==> config.mk <==
export PLATFORM = sky130hd
export DESIGN_NAME = polyline_max_bending_top
export DESIGN_NICKNAME = d
export VERILOG_FILES = /design/src/hdl/pmb_pkg.sv /design/src/hdl/pmb_ctrl.sv /design/src/hdl/pmb_dp.sv /design/src/hdl/polyline_max_bending_top.sv
export SDC_FILE = /design/constraint.sdc
export NUM_CORES = 2
export LEC_CHECK = 0
export ABC_AREA = 1
export ABC_CLOCK_PERIOD_IN_PS = 47200
export BUFFER_PORTS_ARGS = -buffer_cell sky130_fd_sc_hd__buf_2
export CAP_MARGIN = 40
export CORE_ASPECT_RATIO = 0.6
export CORE_MARGIN = 3
export CORE_UTILIZATION = 55
export CTS_CLUSTER_DIAMETER = 40
export DETAILED_ROUTE_END_ITERATION = 8
export PLACE_DENSITY = 0.71
export RECOVER_POWER = 25
export REMOVE_ABC_BUFFERS = 1
export SKIP_CTS_REPAIR_TIMING = 1
export SLEW_MARGIN = 25
export SYNTH_ARGS = -nofsm -noshare
export SYNTH_HDL_FRONTEND = slang
export SYNTH_HIERARCHICAL = 1
export SYNTH_SLANG_ARGS = --single-unit
==> constraint.sdc <==
create_clock -name clk_i -period 47.2 [get_ports clk_i]
set_clock_uncertainty 0.1 [all_clocks]
set_input_delay 2.36 -clock clk_i [delete_from_list [all_inputs] [get_ports clk_i]]
set_output_delay 2.36 -clock clk_i [all_outputs]
set_load 0.1 [all_outputs]
==> src/hdl/pmb_pkg.sv <==
// Shared types and constants of the polyline bending block.
package pmb_pkg;

  localparam int COS_BITS  = 18;
  localparam int Q_BITS    = 19;
  localparam int DIV_STEPS = 19;
  localparam int COS_FRAC  = 16;

  localparam logic signed [COS_BITS-1:0] COS_ONE = 18'sd65536;

  typedef enum logic [2:0] {
    OP_SQ0,
    OP_SQ1,
    OP_SQ2,
    OP_DOT0,
    OP_DOT1,
    OP_DOT2,
    OP_DEN
  } mul_op_e;

  typedef struct packed {
    logic    load;
    logic    mul_start;
    mul_op_e mul_op;
    logic    mul_step;
    logic    sqrt_init;
    logic    sqrt_step;
    logic    div_init;
    logic    div_step;
    logic    cos_upd;
    logic    update;
  } cmd_t;

  typedef struct packed {
    logic seen1;
    logic seen2;
    logic len_zero;
    logic cnt_last;
    logic is_last;
    logic out_busy;
  } status_t;

endpackage

==> src/hdl/pmb_ctrl.sv <==
// Controller state machine that sequences the shared datapath units.
module pmb_ctrl (
  input  logic             clk_i,
  input  logic             rst_ni,
  input  logic             in_valid_i,
  output logic             in_ready_o,
  input  pmb_pkg::status_t st_i,
  output pmb_pkg::cmd_t    cmd_o
);
  import pmb_pkg::*;

  localparam logic [3:0] S_IDLE  = 4'd0;
  localparam logic [3:0] S_CHK   = 4'd1;
  localparam logic [3:0] S_MLOAD = 4'd2;
  localparam logic [3:0] S_MUL   = 4'd3;
  localparam logic [3:0] S_SQI   = 4'd4;
  localparam logic [3:0] S_SQR   = 4'd5;
  localparam logic [3:0] S_LCHK  = 4'd6;
  localparam logic [3:0] S_DVI   = 4'd7;
  localparam logic [3:0] S_DIV   = 4'd8;
  localparam logic [3:0] S_COS   = 4'd9;
  localparam logic [3:0] S_UPD   = 4'd10;

  logic [3:0] state_q, state_d;
  mul_op_e    op_q, op_d;

  always_comb begin
    state_d       = state_q;
    op_d          = op_q;
    in_ready_o    = 1'b0;
    cmd_o         = '0;
    cmd_o.mul_op  = op_q;
    unique case (state_q)
      S_IDLE: begin
        in_ready_o = 1'b1;
        if (in_valid_i) begin
          cmd_o.load = 1'b1;
          state_d    = S_CHK;
        end
      end
      S_CHK: begin
        if (st_i.seen1) begin
          op_d    = OP_SQ0;
          state_d = S_MLOAD;
        end else begin
          state_d = S_UPD;
        end
      end
      S_MLOAD: begin
        cmd_o.mul_start = 1'b1;
        state_d         = S_MUL;
      end
      S_MUL: begin
        cmd_o.mul_step = 1'b1;
        if (st_i.cnt_last) begin
          unique case (op_q)
            OP_SQ0:  begin op_d = OP_SQ1;  state_d = S_MLOAD; end
            OP_SQ1:  begin op_d = OP_SQ2;  state_d = S_MLOAD; end
            OP_SQ2:  state_d = S_SQI;
            OP_DOT0: begin op_d = OP_DOT1; state_d = S_MLOAD; end
            OP_DOT1: begin op_d = OP_DOT2; state_d = S_MLOAD; end
            OP_DOT2: begin op_d = OP_DEN;  state_d = S_MLOAD; end
            OP_DEN:  state_d = S_DVI;
            default: state_d = S_IDLE;
          endcase
        end
      end
      S_SQI: begin
        cmd_o.sqrt_init = 1'b1;
        state_d         = S_SQR;
      end
      S_SQR: begin
        cmd_o.sqrt_step = 1'b1;
        if (st_i.cnt_last) state_d = S_LCHK;
      end
      S_LCHK: begin
        // A zero-length segment gives cosine one, which never lowers the minimum.
        if (st_i.seen2 && !st_i.len_zero) begin
          op_d    = OP_DOT0;
          state_d = S_MLOAD;
        end else begin
          state_d = S_UPD;
        end
      end
      S_DVI: begin
        cmd_o.div_init = 1'b1;
        state_d        = S_DIV;
      end
      S_DIV: begin
        cmd_o.div_step = 1'b1;
        if (st_i.cnt_last) state_d = S_COS;
      end
      S_COS: begin
        cmd_o.cos_upd = 1'b1;
        state_d       = S_UPD;
      end
      S_UPD: begin
        if (!(st_i.is_last && st_i.out_busy)) begin
          cmd_o.update = 1'b1;
          state_d      = S_IDLE;
        end
      end
      default: state_d = S_IDLE;
    endcase
  end

  always_ff @(posedge clk_i or negedge rst_ni) begin
    if (!rst_ni) begin
      state_q <= S_IDLE;
      op_q    <= OP_SQ0;
    end else begin
      state_q <= state_d;
      op_q    <= op_d;
    end
  end

  a_load_idle: assert property (@(posedge clk_i) disable iff (!rst_ni)
    cmd_o.load |=> state_q == S_CHK)
    else $error("load not followed by check");
  a_upd_idle: assert property (@(posedge clk_i) disable iff (!rst_ni)
    cmd_o.update |=> in_ready_o)
    else $error("not ready after update");
  a_one_unit: assert property (@(posedge clk_i) disable iff (!rst_ni)
    $onehot0({cmd_o.mul_step, cmd_o.sqrt_step, cmd_o.div_step, cmd_o.update}))
    else $error("two units stepped at once");

endmodule

==> src/hdl/pmb_dp.sv <==
// Datapath: point registers, serial multiplier, square root, divider, result register.
module pmb_dp #(
  parameter int CB = 32
) (
  input  logic                              clk_i,
  input  logic                              rst_ni,
  input  logic signed [CB-1:0]              point_x_i,
  input  logic signed [CB-1:0]              point_y_i,
  input  logic signed [CB-1:0]              point_z_i,
  input  logic                              last_point_i,
  input  logic                              branch_node_i,
  input  pmb_pkg::cmd_t                     cmd_i,
  output pmb_pkg::status_t                  st_o,
  output logic                              out_valid_o,
  input  logic                              out_ready_i,
  output logic [pmb_pkg::COS_BITS-1:0]      bending_energy_o,
  output logic                              too_few_points_o
);
  import pmb_pkg::*;

  localparam int MB = CB + 1;        // multiplier operand and length width
  localparam int PW = 2 * MB;
  localparam int AW = PW + 2;        // sum of three products, signed
  localparam int RW = MB + 2;        // square root remainder
  localparam int W  = 2 * CB + 20;   // divider remainder
  localparam int CW = $clog2(MB + 1);

  logic signed [CB-1:0] pt_q [3];
  logic        [CB-1:0] mag_q [3];
  logic        [2:0]    sgn_q;
  logic        [CB-1:0] pvec_q [3];
  logic        [2:0]    pneg_q;
  logic        [MB-1:0] plen_q;
  logic                 last_q, branch_q;
  logic        [1:0]    ps_q;
  logic signed [COS_BITS-1:0] min_q;

  logic        [PW-1:0] areg_q;
  logic        [MB-1:0] breg_q;
  logic                 mneg_q;
  logic signed [AW-1:0] acc_q;
  logic        [AW-2:0] num_q;
  logic                 dneg_q;
  logic        [CW-1:0] cnt_q;

  logic [2*MB-1:0] rad_q;
  logic [MB-1:0]   root_q;
  logic [RW-1:0]   rem_q;

  logic [W-1:0]      r_q, dsh_q;
  logic [Q_BITS-1:0] q_q;

  logic                  out_valid_q;
  logic [COS_BITS-1:0]   energy_q;
  logic                  few_q;

  logic signed [CB-1:0] pin [3];
  logic signed [CB:0]   dif [3];
  logic [MB-1:0] opa, opb;
  logic          oneg;
  logic [RW-1:0] rem_sh, trial;
  logic [Q_BITS-1:0] qc;
  logic signed [COS_BITS-1:0] cosv;
  logic [1:0] ps_new;
  logic signed [COS_BITS:0] ediff;
  logic few;

  assign pin[0] = point_x_i;
  assign pin[1] = point_y_i;
  assign pin[2] = point_z_i;

  always_comb begin
    for (int i = 0; i < 3; i++) begin
      dif[i] = {pin[i][CB-1], pin[i]} - {pt_q[i][CB-1], pt_q[i]};
    end
  end

  always_comb begin
    opa  = '0;
    opb  = '0;
    oneg = 1'b0;
    unique case (cmd_i.mul_op)
      OP_SQ0:  begin opa = {1'b0, mag_q[0]}; opb = {1'b0, mag_q[0]}; end
      OP_SQ1:  begin opa = {1'b0, mag_q[1]}; opb = {1'b0, mag_q[1]}; end
      OP_SQ2:  begin opa = {1'b0, mag_q[2]}; opb = {1'b0, mag_q[2]}; end
      OP_DOT0: begin opa = {1'b0, pvec_q[0]}; opb = {1'b0, mag_q[0]};
                     oneg = pneg_q[0] ^ sgn_q[0]; end
      OP_DOT1: begin opa = {1'b0, pvec_q[1]}; opb = {1'b0, mag_q[1]};
                     oneg = pneg_q[1] ^ sgn_q[1]; end
      OP_DOT2: begin opa = {1'b0, pvec_q[2]}; opb = {1'b0, mag_q[2]};
                     oneg = pneg_q[2] ^ sgn_q[2]; end
      OP_DEN:  begin opa = plen_q; opb = root_q; end
      default: begin opa = '0; opb = '0; end
    endcase
  end

  assign rem_sh = {rem_q[RW-3:0], rad_q[2*MB-1 -: 2]};
  assign trial  = {root_q, 2'b01};

  assign qc   = (q_q > Q_BITS'(COS_ONE)) ? Q_BITS'(COS_ONE) : q_q;
  assign cosv = dneg_q ? -$signed(qc[COS_BITS-1:0]) : $signed(qc[COS_BITS-1:0]);

  assign ps_new = (ps_q == 2'd3) ? 2'd3 : ps_q + 2'd1;
  assign few    = (ps_new != 2'd3);
  assign ediff  = (COS_BITS + 1)'(COS_ONE) - {min_q[COS_BITS-1], min_q};

  // Payload and arithmetic registers.
  always_ff @(posedge clk_i) begin
    if (cmd_i.load) begin
      for (int i = 0; i < 3; i++) begin
        pt_q[i]  <= pin[i];
        mag_q[i] <= dif[i][CB] ? CB'(-dif[i]) : dif[i][CB-1:0];
        sgn_q[i] <= dif[i][CB];
      end
      last_q   <= last_point_i;
      branch_q <= branch_node_i;
    end
    if (cmd_i.mul_start) begin
      areg_q <= PW'(opa);
      breg_q <= opb;
      mneg_q <= oneg;
      if (cmd_i.mul_op == OP_SQ0 || cmd_i.mul_op == OP_DOT0 || cmd_i.mul_op == OP_DEN) begin
        acc_q <= '0;
      end
      if (cmd_i.mul_op == OP_DEN) begin
        num_q  <= acc_q[AW-1] ? (AW-1)'(-acc_q) : acc_q[AW-2:0];
        dneg_q <= acc_q[AW-1];
      end
    end
    if (cmd_i.mul_step) begin
      if (breg_q[0]) begin
        acc_q <= mneg_q ? acc_q - $signed({2'b00, areg_q})
                        : acc_q + $signed({2'b00, areg_q});
      end
      areg_q <= {areg_q[PW-2:0], 1'b0};
      breg_q <= {1'b0, breg_q[MB-1:1]};
    end
    if (cmd_i.sqrt_init) begin
      rad_q  <= acc_q[2*MB-1:0];
      root_q <= '0;
      rem_q  <= '0;
    end
    if (cmd_i.sqrt_step) begin
      rad_q <= {rad_q[2*MB-3:0], 2'b00};
      if (rem_sh >= trial) begin
        rem_q  <= rem_sh - trial;
        root_q <= {root_q[MB-2:0], 1'b1};
      end else begin
        rem_q  <= rem_sh;
        root_q <= {root_q[MB-2:0], 1'b0};
      end
    end
    if (cmd_i.div_init) begin
      r_q   <= {1'b0, num_q, {COS_FRAC{1'b0}}};
      dsh_q <= {acc_q[PW-1:0], {(DIV_STEPS-1){1'b0}}};
      q_q   <= '0;
    end
    if (cmd_i.div_step) begin
      dsh_q <= {1'b0, dsh_q[W-1:1]};
      if (dsh_q <= r_q) begin
        r_q <= r_q - dsh_q;
        q_q <= {q_q[Q_BITS-2:0], 1'b1};
      end else begin
        q_q <= {q_q[Q_BITS-2:0], 1'b0};
      end
    end
    if (cmd_i.update && ps_q != 2'd0) begin
      pvec_q <= mag_q;
      pneg_q <= sgn_q;
      plen_q <= root_q;
    end
    if (cmd_i.update && last_q) begin
      energy_q <= (few || branch_q) ? '0 : ediff[COS_BITS-1:0];
      few_q    <= few;
    end
  end

  // Control state: counter, window count, running minimum, result valid.
  always_ff @(posedge clk_i or negedge rst_ni) begin
    if (!rst_ni) begin
      cnt_q       <= '0;
      ps_q        <= 2'd0;
      min_q       <= COS_ONE;
      out_valid_q <= 1'b0;
    end else begin
      if (cmd_i.mul_start) begin
        cnt_q <= CW'(MB);
      end else if (cmd_i.sqrt_init) begin
        cnt_q <= CW'(MB);
      end else if (cmd_i.div_init) begin
        cnt_q <= CW'(DIV_STEPS);
      end else if (cmd_i.mul_step || cmd_i.sqrt_step || cmd_i.div_step) begin
        cnt_q <= cnt_q - CW'(1);
      end
      if (cmd_i.cos_upd && cosv < min_q) begin
        min_q <= cosv;
      end
      if (cmd_i.update) begin
        if (last_q) begin
          ps_q  <= 2'd0;
          min_q <= COS_ONE;
        end else begin
          ps_q <= ps_new;
        end
      end
      if (cmd_i.update && last_q) begin
        out_valid_q <= 1'b1;
      end else if (out_ready_i) begin
        out_valid_q <= 1'b0;
      end
    end
  end

  assign st_o.seen1    = (ps_q != 2'd0);
  assign st_o.seen2    = (ps_q[1] == 1'b1);
  assign st_o.len_zero = (root_q == '0) || (plen_q == '0);
  assign st_o.cnt_last = (cnt_q == CW'(1));
  assign st_o.is_last  = last_q;
  assign st_o.out_busy = out_valid_q && !out_ready_i;

  assign out_valid_o      = out_valid_q;
  assign bending_energy_o = energy_q;
  assign too_few_points_o = few_q;

  a_min_range: assert property (@(posedge clk_i) disable iff (!rst_ni)
    min_q <= COS_ONE && min_q >= -COS_ONE)
    else $error("minimum cosine out of range");
  a_emit_valid: assert property (@(posedge clk_i) disable iff (!rst_ni)
    (cmd_i.update && last_q) |=> out_valid_q)
    else $error("result not presented after last item");
  a_sat_count: assert property (@(posedge clk_i) disable iff (!rst_ni)
    (cmd_i.update && !last_q && ps_q == 2'd3) |=> ps_q == 2'd3)
    else $error("point count left saturation");

endmodule

==> src/hdl/polyline_max_bending_top.sv <==
// Polyline bending top level: takes 3D points one item at a time and reports, on the
// last point of a window, one minus the smallest cosine between successive segments
// (unsigned Q2.16), or zero with too_few_points set when fewer than three points came,
// or zero when branch_node is set with the last point. The first point of a window
// only loads its coordinates. The second point, and any point where this or the
// previous segment has zero length, also runs three squares on the shared
// one-bit-per-cycle multiplier and a bit-serial square root. Every later point
// adds three dot terms, the length product and a 19-step divider. A finished result
// sits in an output register, so points keep coming while it waits; only the next
// last point holds in its final cycle until the waiting result has been taken.
module polyline_max_bending_top #(
  parameter int COORD_BITS = 32
) (
  input  logic                          clk_i,
  input  logic                          rst_ni,
  input  logic                          in_valid_i,
  output logic                          in_ready_o,
  input  logic signed [COORD_BITS-1:0]  point_x_i,
  input  logic signed [COORD_BITS-1:0]  point_y_i,
  input  logic signed [COORD_BITS-1:0]  point_z_i,
  input  logic                          last_point_i,
  input  logic                          branch_node_i,
  output logic                          out_valid_o,
  input  logic                          out_ready_i,
  output logic [pmb_pkg::COS_BITS-1:0]  bending_energy_o,
  output logic                          too_few_points_o
);
  import pmb_pkg::*;

  cmd_t    cmd;
  status_t st;

  pmb_ctrl u_ctrl (
    .clk_i      (clk_i),
    .rst_ni     (rst_ni),
    .in_valid_i (in_valid_i),
    .in_ready_o (in_ready_o),
    .st_i       (st),
    .cmd_o      (cmd)
  );

  pmb_dp #(
    .CB (COORD_BITS)
  ) u_dp (
    .clk_i            (clk_i),
    .rst_ni           (rst_ni),
    .point_x_i        (point_x_i),
    .point_y_i        (point_y_i),
    .point_z_i        (point_z_i),
    .last_point_i     (last_point_i),
    .branch_node_i    (branch_node_i),
    .cmd_i            (cmd),
    .st_o             (st),
    .out_valid_o      (out_valid_o),
    .out_ready_i      (out_ready_i),
    .bending_energy_o (bending_energy_o),
    .too_few_points_o (too_few_points_o)
  );

endmodule
==> flow_summary_export.csv <==
group,metric,value,unit
run_status,status,"complete, but fails checks",
run_status,violations,"max-capacitance violations, max-slew violations",
placed_design,portBuffers,122,
detailed_routing,routed_wl,222000,um
floorplanning,die_area,0.122,sq mm
clock_network,clkSinkCount,937,
setup_path,crit_chain,"inv_1 -> nor2_1 -> nand2_1 -> clkinv_1 -> nor2_1 -> clkinvlp_2 -> nor3_1 -> buf_2 -> inv_1 -> nand2_1 -> inv_1 -> nand2_1 -> nor2_1 -> a21oi_1",
sta,fmax,176,MHz
yosys,synthArstFlopShare,0.0363,
setup_path,path_buf_inv,6,
floorplanning,die_y,272,um
layout,drive_gt1_frac,0.0475,
clock_network,insertion_delay,760,ps
worst_hold_path,hp-class,"reg2reg",
yosys,avgSynthCellArea,7.44,sq um
sta,fin_crit,5680,ps
layout,final_common_cell,"nand2_1",
setup_path,crit_slowest_cell,"clkinvlp_2",
yosys,yosys.area.top_type,"edfxtp_1",
placed_design,hpwl,172000,um
yosys,synth_fa_ha_area_frac,0.0612,
yosys,synth-edff-count,746,
power_and_ir_drop,leakage,32.5,nW
clock_network,htreeDepth,3,
placed_design,dpl_cell_area,0.0670,sq mm
global_route,grt_max_degree,153,
yosys,synth_top_area_share,0.347,
setup_path,critical_path.max_stage_delay,2630,ps
run,cap_viol_max_count,9,
layout,final_cell_mix,"nand2_1, inv_1, nor2_1, edfxtp_1, o21ai_0",
yosys,ys_warn_count,6,
yosys,synth-xor-area-share,0.0463,
yosys,synth.distinct_cells,68,
yosys,synthMuxAreaShare,0.00650,
setup_path,crit_path_end_kind,"register",
sta,worst_slew_pin_slew,3710,ps
global_route,grt_pass1_vias,54419,
setup_path,cp-start-kind,"register",
clock_network,ctsLongestPathBuffers,3,
clock_network,cts_buffers,114,
yosys,ys.flop_type,"edfxtp_1",
detailed_routing,viasPerCell,5.82,
sta,hold_viol,0,
detailed_routing,drt_iter0_markers,9464,
floorplanning,coreArea,0.115,sq mm
sta,setup_viol,0,
placed_design,gp_congestion,1.08,
sta,fin_tns_setup,0,ps
sta,finalCritPeriodShare,0.120,
detailed_routing,antenna_left,0,
yosys,syn_inst,8686,
setup_path,cp_max_fo,72,
yosys,synth-compound-area-share,0.121,
floorplanning,initial_core_util,0.560,
global_route,antenna_found_initial,3,
setup_path,crit_family,"buffers and inverters",
floorplanning,die_x,449,um
sta,rsz0062_at_grt,"false",
yosys,synth_area_leaders,"edfxtp_1, nand2_1, inv_1, ha_1, nor2_1",
global_route,grt_pass1_wl,333000,um
global_route,grt_util_all_layers,0.353,
clock_network,cts_tree,"yes",
sta,final-max-slew-violation-count,456,
detailed_routing,wl_per_cell,21.2,um
global_route,grt_remaining_overflow,0,
layout,layout.nets,9215,
floorplanning,ios,123,
layout,syn_to_final_growth,9.82,%
setup_path,worst_ep_required_time,47770,ps
power_and_ir_drop,powerDensity,59.2,mW/mm^2
setup_path,cp.arrival,6260,ps
setup_path,criticalPathCategory,"reg2reg",
yosys,synth_area,0.0646,sq mm
layout,final_cell_area,0.0710,sq mm
power_and_ir_drop,peakVddDrop,0.0380,mV
floorplanning,rows,96,
detailed_routing,drc,0,
yosys,synth_seq_cells,937,
yosys,synth-simple-area-share,0.261,
clock_network,clk_pin_slew,60,ps
sta,relSlewSlack,-1.48,
yosys,synth_top_family_by_area,"simple AND/OR/NAND/NOR gates",
detailed_routing,detail_route.first_pass.iterations,6,
clock_network,root_buffer,"clkbuf_16",
yosys,seq_area_frac_synth,0.408,
detailed_routing,vias,60931,
==> state kept, by name (all words and copies together) (netlist names), 66 cells and up <==
signal,flops
u_dp/r_q,84
u_dp/num_q,67
u_dp/areg_q,66
u_dp/rad_q,66
u_dp/mag_q,96
u_dp/pvec_q,96
u_dp/pt_q,96
u_dp/dsh_q,84
u_dp/acc_q,68
==> through the flow <==
stage / hold WS, ps / instances / power (mW) / utilization / worst slack, ps
2_1_floorplan: 326 / 8496 / 2.57 / - / 30500
3_3_place_gp: 340 / 10226 / 3.14 / 0.579 / 41210
3_5_place_dp: 345 / 10238 / 3.18 / 0.580 / 41630
4_1_cts: 355 / 10451 / 4.11 / 0.615 / 42020
5_1_grt: 382 / 10465 / 4.45 / 0.615 / 40950
6_report: 342 / 10470 / 4.20 / 0.615 / 41520
==> kinds of logic (layout without fill, tap and decap cells) <==
group                    Yosys count  count (layout)
AND/OR/NAND/NOR                 4050            4050
buffers and inverters           1633            1844
AO/OA/AOI/OAI                   1369            1369
flip-flops                       937             937
XOR/XNOR                         342             342
adder cells (fa/ha/maj)          313             313
multiplexers                      42              42
other                              0               5
==> worst reg2reg max path, cell delays in order, from the launching register on <==
cell        delay (ps)
dfrtp_1            420
inv_1              150
nor2_1              90
nand2_1            110
clkinv_1            90
nor2_1             130
clkinvlp_2        2630
nor3_1            1050
buf_2              300
inv_1              110
nand2_1             70
inv_1               80
nand2_1            110
nor2_1              50
a21oi_1            120
==> where the power goes <==
part / switching (mW) / leakage (nW) / internal, mW
clock: 0.399 / 1.92 / 0.520
combinational: 1.40 / 21.7 / 0.593
sequential: 0.156 / 8.88 / 1.13
total: 1.96 / 32.5 / 2.25
==> cell usage after synthesis, drive strengths merged, types with 110 or more instances <==
master	count
clkbuf	141
inv	1438
a21oi	412
nand2	2297
edfxtp	746
nand4	116
nand3	438
xor2	260
nor3	110
ha	308
dfxtp	157
o21ai	590
nor2	919
==> path summary, 6_finish.rpt <==
path / startpoint / endpoint / slack (ps) / depth (start not counted)
min: u_dp/root_q[28] / u_dp/plen_q[28] / 340 / 0
max reg2reg: u_ctrl/state_q[2] / u_dp/cnt_q[0] / 41520 / 14
max in group asynchronous: rst_ni / u_dp/cnt_q[1] / 43840 / 2
min in group asynchronous: rst_ni / u_ctrl/op_q[0] / 1670 / 1
min reg2reg: u_dp/root_q[28] / u_dp/plen_q[28] / 340 / 0
max: u_ctrl/state_q[2] / u_dp/cnt_q[0] / 41520 / 14
==> per-layer routing <==
layer | share of wire | track usage | wire length (um) | vias to the layer above
met1 | 0.48 | 0.578 | 106000 | 28298
met3 | 0.17 | 0.151 | 36800 | 249
met5 | 0 | 0 | 0 | -
met4 | 0.015 | 0.0564 | 3280 | 0
li1 | - | - | - | 28767
met2 | 0.34 | 0.412 | 75000 | 3617
==> final cells by class <==
cell class                      count  area (sq um)
Inverter                         1443          5430
Multi-Input combinational cell   6116         32100
Tap cell                         1568          1960
Clock buffer                      134          3090
Fill cell                       10574         44500
Sequential cell                   937         26400
Clock inverter                     79           886
Timing Repair Buffer              188          1130
Antenna cell                        5          12.5
Note: power is estimated with default switching activity, not from simulation.
